--- src/hw/rtl/gps_pkg.sv ---
// ----------------------------------------------------------------------------
// gps_pkg
// Types and constants of the greedy peak suppression block.
// ----------------------------------------------------------------------------
package gps_pkg;

  localparam int unsigned ScoreW  = 16;
  localparam int unsigned CfgDimW = 7;
  localparam int unsigned RadiusW = 5;
  localparam int unsigned HitW    = 10;
  localparam int unsigned CoordW  = 6;
  localparam int unsigned CfgIdxW = 3;
  localparam int unsigned CfgDataW = 16;

  // Operation codes of an input item
  localparam logic OP_LOAD = 1'b0;
  localparam logic OP_FIND = 1'b1;

  // Configuration register indexes
  localparam logic [CfgIdxW-1:0] REG_MAP_WIDTH   = 3'd0;
  localparam logic [CfgIdxW-1:0] REG_MAP_HEIGHT  = 3'd1;
  localparam logic [CfgIdxW-1:0] REG_THRESHOLD   = 3'd2;
  localparam logic [CfgIdxW-1:0] REG_BLOT_RADIUS = 3'd3;
  localparam logic [CfgIdxW-1:0] REG_HIT_LIMIT   = 3'd4;

  // Configuration reset values
  localparam logic [CfgDimW-1:0] RST_MAP_WIDTH   = 7'd64;
  localparam logic [CfgDimW-1:0] RST_MAP_HEIGHT  = 7'd64;
  localparam logic [ScoreW-1:0]  RST_THRESHOLD   = 16'd45875;
  localparam logic [RadiusW-1:0] RST_BLOT_RADIUS = 5'd5;
  localparam logic [HitW-1:0]    RST_HIT_LIMIT   = 10'd301;

  typedef struct packed {
    logic              op;
    logic [ScoreW-1:0] score;
    logic              first_element;
  } in_item_t;

  typedef struct packed {
    logic              found;
    logic [CoordW-1:0] peak_x;
    logic [CoordW-1:0] peak_y;
    logic [ScoreW-1:0] peak_score;
    logic              last;
  } out_item_t;

  // Control from the sequencer to the max tracking unit
  typedef struct packed {
    logic clear;
    logic sample;
  } mx_ctl_t;

  typedef enum logic [6:0] {
    ST_IDLE   = 7'b0000001,
    ST_SCAN   = 7'b0000010,
    ST_DRAIN  = 7'b0000100,
    ST_BOUNDS = 7'b0001000,
    ST_MUL    = 7'b0010000,
    ST_BLOT   = 7'b0100000,
    ST_RESULT = 7'b1000000
  } state_e;

endpackage

--- src/hw/rtl/gps_max_unit.sv ---
// ----------------------------------------------------------------------------
// gps_max_unit
// Running maximum over a stream of scores, first in scan order on ties.
// ----------------------------------------------------------------------------
module gps_max_unit import gps_pkg::*; #(
  parameter int unsigned XW = 6,
  parameter int unsigned YW = 6
) (
  input  logic              clk_i,
  input  logic              rst_ni,
  input  mx_ctl_t           ctl_i,
  input  logic [ScoreW-1:0] score_i,
  input  logic [XW-1:0]     x_i,
  input  logic [YW-1:0]     y_i,
  output logic [ScoreW-1:0] best_score_o,
  output logic [XW-1:0]     best_x_o,
  output logic [YW-1:0]     best_y_o
);

  logic              any_q;
  logic [ScoreW-1:0] best_q;
  logic [XW-1:0]     bx_q;
  logic [YW-1:0]     by_q;
  logic              take;

  // Strictly greater keeps the earliest of equal scores
  assign take = ctl_i.sample && (!any_q || (score_i > best_q));

  always_ff @(posedge clk_i or negedge rst_ni) begin
    if (!rst_ni) begin
      any_q <= 1'b0;
    end else if (ctl_i.clear) begin
      any_q <= 1'b0;
    end else if (ctl_i.sample) begin
      any_q <= 1'b1;
    end
  end

  always_ff @(posedge clk_i) begin
    if (take) begin
      best_q <= score_i;
      bx_q   <= x_i;
      by_q   <= y_i;
    end
  end

  assign best_score_o = best_q;
  assign best_x_o     = bx_q;
  assign best_y_o     = by_q;

endmodule

--- config.mk ---
export PLATFORM = sky130hd
export DESIGN_NAME = gps_max_unit
export DESIGN_NICKNAME = d
export VERILOG_FILES = /design/src/hw/rtl/gps_pkg.sv /design/src/hw/rtl/gps_max_unit.sv
export SDC_FILE = /design/constraint.sdc
export NUM_CORES = 1
export LEC_CHECK = 0
export BUFFER_PORTS_ARGS = -buffer_cell sky130_fd_sc_hd__buf_2
export CORE_ASPECT_RATIO = 1.2
export CORE_MARGIN = 1
export CORE_UTILIZATION = 40
export DETAILED_ROUTE_END_ITERATION = 10
export GPL_TIMING_DRIVEN = 0
export PLACE_DENSITY_LB_ADDON = 0.3
export SLEW_MARGIN = 20
export SYNTH_ARGS = -nofsm -noshare
export SYNTH_HDL_FRONTEND = slang
export SYNTH_SLANG_ARGS = --single-unit
--- constraint.sdc ---
create_clock -name clk_i -period 7.8 [get_ports clk_i]
set_input_delay 1.56 -clock clk_i [delete_from_list [all_inputs] [get_ports clk_i]]
set_output_delay 1.56 -clock clk_i [all_outputs]
set_load 0.005 [all_outputs]
# ---- Word level (Yosys, flattened, before mapping)
# Index checks and enable logic that the tools add are counted.
# Widths: inputs -> output; s select.
dict set report op_classes {
  n_lt_le_gt_ge 1
  n_mux 2
  reduce_logical 4
}
# op n
set ops {}
lappend ops {{$gt 16x16->1} 1}
lappend ops {{$mux 1} 2}
lappend ops {{$reduce_bool 2->1} 1}
lappend ops {{$logic_and 1x1->1} 1}
lappend ops {{$logic_not 1->1} 1}
lappend ops {{$logic_or 1x1->1} 1}
dict set report totals {
  regBits 29
  inputBits 32
  out_inout_bits 28
  elab_cells 11
}

# ---- Depth between registers and ports, before layout
dict set report logic_depth {
  depth_word 3
  ltp_mapped 6
}

# ---- Worst setup path before layout
# Ideal clock, no wire load.
dict set report synth_timing {
  kind {input port to flip-flop}
  startpoint {in score_i[14]}
  endpoint {reg best_q[0] (netlist: best_score_o[0]) (enable)}
  setup_ns 0.430
  arrival_time_ns 3.816
  required_time_ns 7.370
  setup_slack_ns 3.554
  cell_stages 4
  path_cell_list {ha_1 nand4_2 a2111o_1 a31oi_1}
}
dict set report synth_via {
  elab_chain_len 3
}
# element line_no
set synth_lines {}
lappend synth_lines {{from (decl)} gps_max_unit.sv:12} ;# input logic [ScoreW-1:0] score_i,
lappend synth_lines {{$gt 16x16->1} gps_max_unit.sv:27} ;# assign take = ctl_i.sample && (!any_q || (score_i > best_q));
lappend synth_lines {{$logic_or 1x1->1} gps_max_unit.sv:27}
lappend synth_lines {{$logic_and 1x1->1} gps_max_unit.sv:27}
lappend synth_lines {{net take} gps_max_unit.sv:24} ;# logic take;
lappend synth_lines {{to (signal assigned)} gps_max_unit.sv:41} ;# best_q <= score_i;
lappend synth_lines {{to (decl)} gps_max_unit.sv:21} ;# logic [ScoreW-1:0] best_q;
# The timed path passes the listed nets, and every way through them passes these cells.
# A chain may end at the register's enable or synchronous reset.

# ---- Worst setup path in the final report
dict set report layout_timing {
  startpoint {in score_i[1]}
  endpoint {reg by_q[4] (netlist: best_y_o[4]) (enable)}
}
dict set report layout_via {
  elab_chain_len 3
}
# element line_no
set layout_lines {}
lappend layout_lines {{$gt 16x16->1} gps_max_unit.sv:27}
lappend layout_lines {{$logic_or 1x1->1} gps_max_unit.sv:27}
lappend layout_lines {{$logic_and 1x1->1} gps_max_unit.sv:27}
lappend layout_lines {{net take} gps_max_unit.sv:24}
lappend layout_lines {{to (signal assigned)} gps_max_unit.sv:43} ;# by_q <= y_i;
lappend layout_lines {{to (decl)} gps_max_unit.sv:23} ;# logic [YW-1:0] by_q;
# The timed path passes the listed nets, and every way through them passes these cells.

==> results.json <==
{
  "outcome": "completed",
  "cpPeakStageDelay_ns": 0.41,
  "worst_pin_slew_ns": 0.551,
  "worst_clock_skew_ns": 0.00700,
  "syn2layout_area_growth_pct": 33.5,
  "power.leakage_uw": 0.000818,
  "die_h_um": 64.3,
  "ctsRootBufferMaster": "clkbuf_4",
  "grt_pass1_wl_um": 3680,
  "syn_inst": 89,
  "numCtsBuffers": 5,
  "grt_max_degree": 21,
  "via_per_inst": 4.84,
  "clockBufferDepth": 2,
  "grt_overflow": 0,
  "critPathArrivalTime_ns": 3.19,
  "utilization_pct": 56.0,
  "drt_iter0_drc": 17,
  "report.final.hold_viol_count": 0,
  "synth-seq-cells": 29,
  "dr.pass1.iters": 4,
  "start_util_pct": 42.0,
  "power_density_nw_per_um2": 184,
  "dpl_cell_area_um2": 1680,
  "cp_cell_sequence": "buf_2 -> ha_1 -> nor2b_1 -> o211ai_1 -> a2111o_1 -> a31oi_4 -> buf_16",
  "synth_area_leaders": "edfxtp_1 (65%), ha_1 (15%), inv_1 (4.6%)",
  "yosys.area.top_type": "edfxtp_1",
  "syn-num-nets": 137,
  "crit_cells": 7,
  "ys_seq_area_share_pct": 66.9,
  "cp.required_ns": 7.84,
  "synth_ff_type": "edfxtp_1",
  "slew_viol_final": 0,
  "port_buffers": 59,
  "synthDistinctLibCells": 20,
  "core_um2": 3080,
  "critPathSlowestCell": "a2111o_1",
  "synth_top_area_share_pct": 65.0,
  "antenna_found_initial": 0,
  "power_uw": 317,
  "ctsHoldBuffers": 0,
  "setup_violations": 0,
  "gp_congestion": 0.631,
  "worstHoldPathCells": 2,
  "fin_area_um2": 1730,
  "dp_hpwl_um": 1910,
  "async_flop_share_pct": 3.45,
  "io_pins": 60,
  "post_cts_resized": 0,
  "fin_nets": 204,
  "diodes": 0,
  "cts_setup_buffers": 0,
  "postRouteAntennaNets": 0,
  "vias": 934,
  "max_freq_ghz": 0.317,
  "rows": 22,
  "fin_setup_tns_ns": 0,
  "wl_per_cell_um": 12.4,
  "synth_area_per_cell_um2": 14.5,
  "hold_class": "register to register",
  "layout_min_cycle_time_ns": 3.15,
  "dieArea_um2": 3470,
  "drive_above_1_share_pct": 43.9,
  "rsz0062_at_grt": "false",
  "crit_family": "compound AO/OA/AOI/OAI gates",
  "htree_levels": 2,
  "vdd_drop_max_uv": 124,
  "worstSetupEndpointType": "register",
  "relSlewSlack_pct": 62.8,
  "clk_latency_ns": 0.33,
  "path_buf_inv": 2,
  "maxCapViolCount": 0,
  "synth_enable_flop_cells": 28,
  "syn_area_um2": 1290,
  "tritoncts": "yes",
  "routed_wl_um": 2390,
  "route.detailed.drc": 0,
  "grt_pass1_vias": 887,
  "critical_path_class": "primary input to register",
  "clkSlewWorstSetupHoldPaths_ns": 0.09,
  "die_w_um": 53.9,
  "synth_warnings": 0,
  "layout_worst_path_cycle_share_pct": 40.4,
  "reg2reg_depth": 7,
  "startpoint_type": "primary input",
  "cts_sinks": 29,
  "grt_use_total_pct": 15.6,
  "crit_fanout": 20
}
[power by group]
| group | switching, uW | internal [uW] | leakage (uW) |
|---|---|---|---|
| Clock | 50.4 | 32.5 | 0.0000300 |
| Combinational | 24.2 | 23.3 | 0.000505 |
| Sequential | 3.67 | 183 | 0.000282 |
[routing by layer]
layer  routed length [um]  track usage, %  up-vias
met1                  914            16.6      417
met4                   42            7.89        0
met2                 1140            24.7       53
li1                     -               -      459
met5                    0               0        -
met3                  292            7.62        5
[metrics by stage]
step / cells / hold WS, ns / worst slack [ns]
after floorplan: 89 / 0.486 / 3.55
after global placement: 184 / 0.518 / 2.84
after detailed placement: 185 / 0.522 / 4.28
after CTS: 193 / 0.543 / 4.63
after global routing: 193 / 0.607 / 4.57
final: 193 / 0.547 / 4.65
[layout by cell type (no fill, tap or decap), drive strengths merged, types with 2 or more instances in the layout]
cell type  instances
nand3              2
clkbuf             5
buf               60
nand2b             2
nor2               3
edfxtp            28
clkinv             3
ha                16
a21oi              6
inv               16
nand4              3
o21ai              2
nand2              3
[layout make-up]
cell class	count	area [um^2]
Inverter	16	60.1
Timing Repair Buffer	60	323
Clock inverter	3	12.5
Sequential cell	29	866
Multi-Input combinational cell	44	383
Clock buffer	5	37.5
Tap cell	36	45.0
Fill cell	299	1360
[Yosys cell counts (2+ instances only)]
cell / number
edfxtp_1: 28
inv_1: 16
nand3_1: 2
a21oi_1: 6
o21ai_0: 2
nand4_1: 2
nand2_1: 3
ha_1: 16
nor2_1: 3
[worst register-to-register path: stages, from the launching register on]
cell	delay (ns)
edfxtp_1	0.35
inv_1	0.05
ha_1	0.27
nor2b_1	0.13
o211ai_1	0.10
a2111o_1	0.41
a31oi_4	0.38
buf_16	0.22
[state kept, by name, summed over array words and instances (netlist names)]
signal	flops
best_score_o	16
any_q	1
best_x_o	6
best_y_o	6
[worst paths after layout]
check | from | end | slack, ns
max in group asynchronous | rst_ni | any_q$_DFFE_PN0P_ | 6.73
min reg2reg | any_q$_DFFE_PN0P_ | any_q$_DFFE_PN0P_ | 0.55
min in group asynchronous | rst_ni | any_q$_DFFE_PN0P_ | 0.98
max reg2reg | best_score_o[1]$_DFFE_PP_ | best_y_o[4]$_DFFE_PP_ | 5.59
max | score_i[1] | best_y_o[4]$_DFFE_PP_ | 4.65
min | any_q$_DFFE_PN0P_ | any_q$_DFFE_PN0P_ | 0.55
[kinds of logic after synthesis]
kind of cell / share of synthesized area (%)
DFF: 66.9
buffers and inverters: 4.64
adders and majority gates: 15.5
and+or+nand+nor: 6.58
AOI/OAI and AO/OA: 6.38
Power figures use the tool's default switching activity.
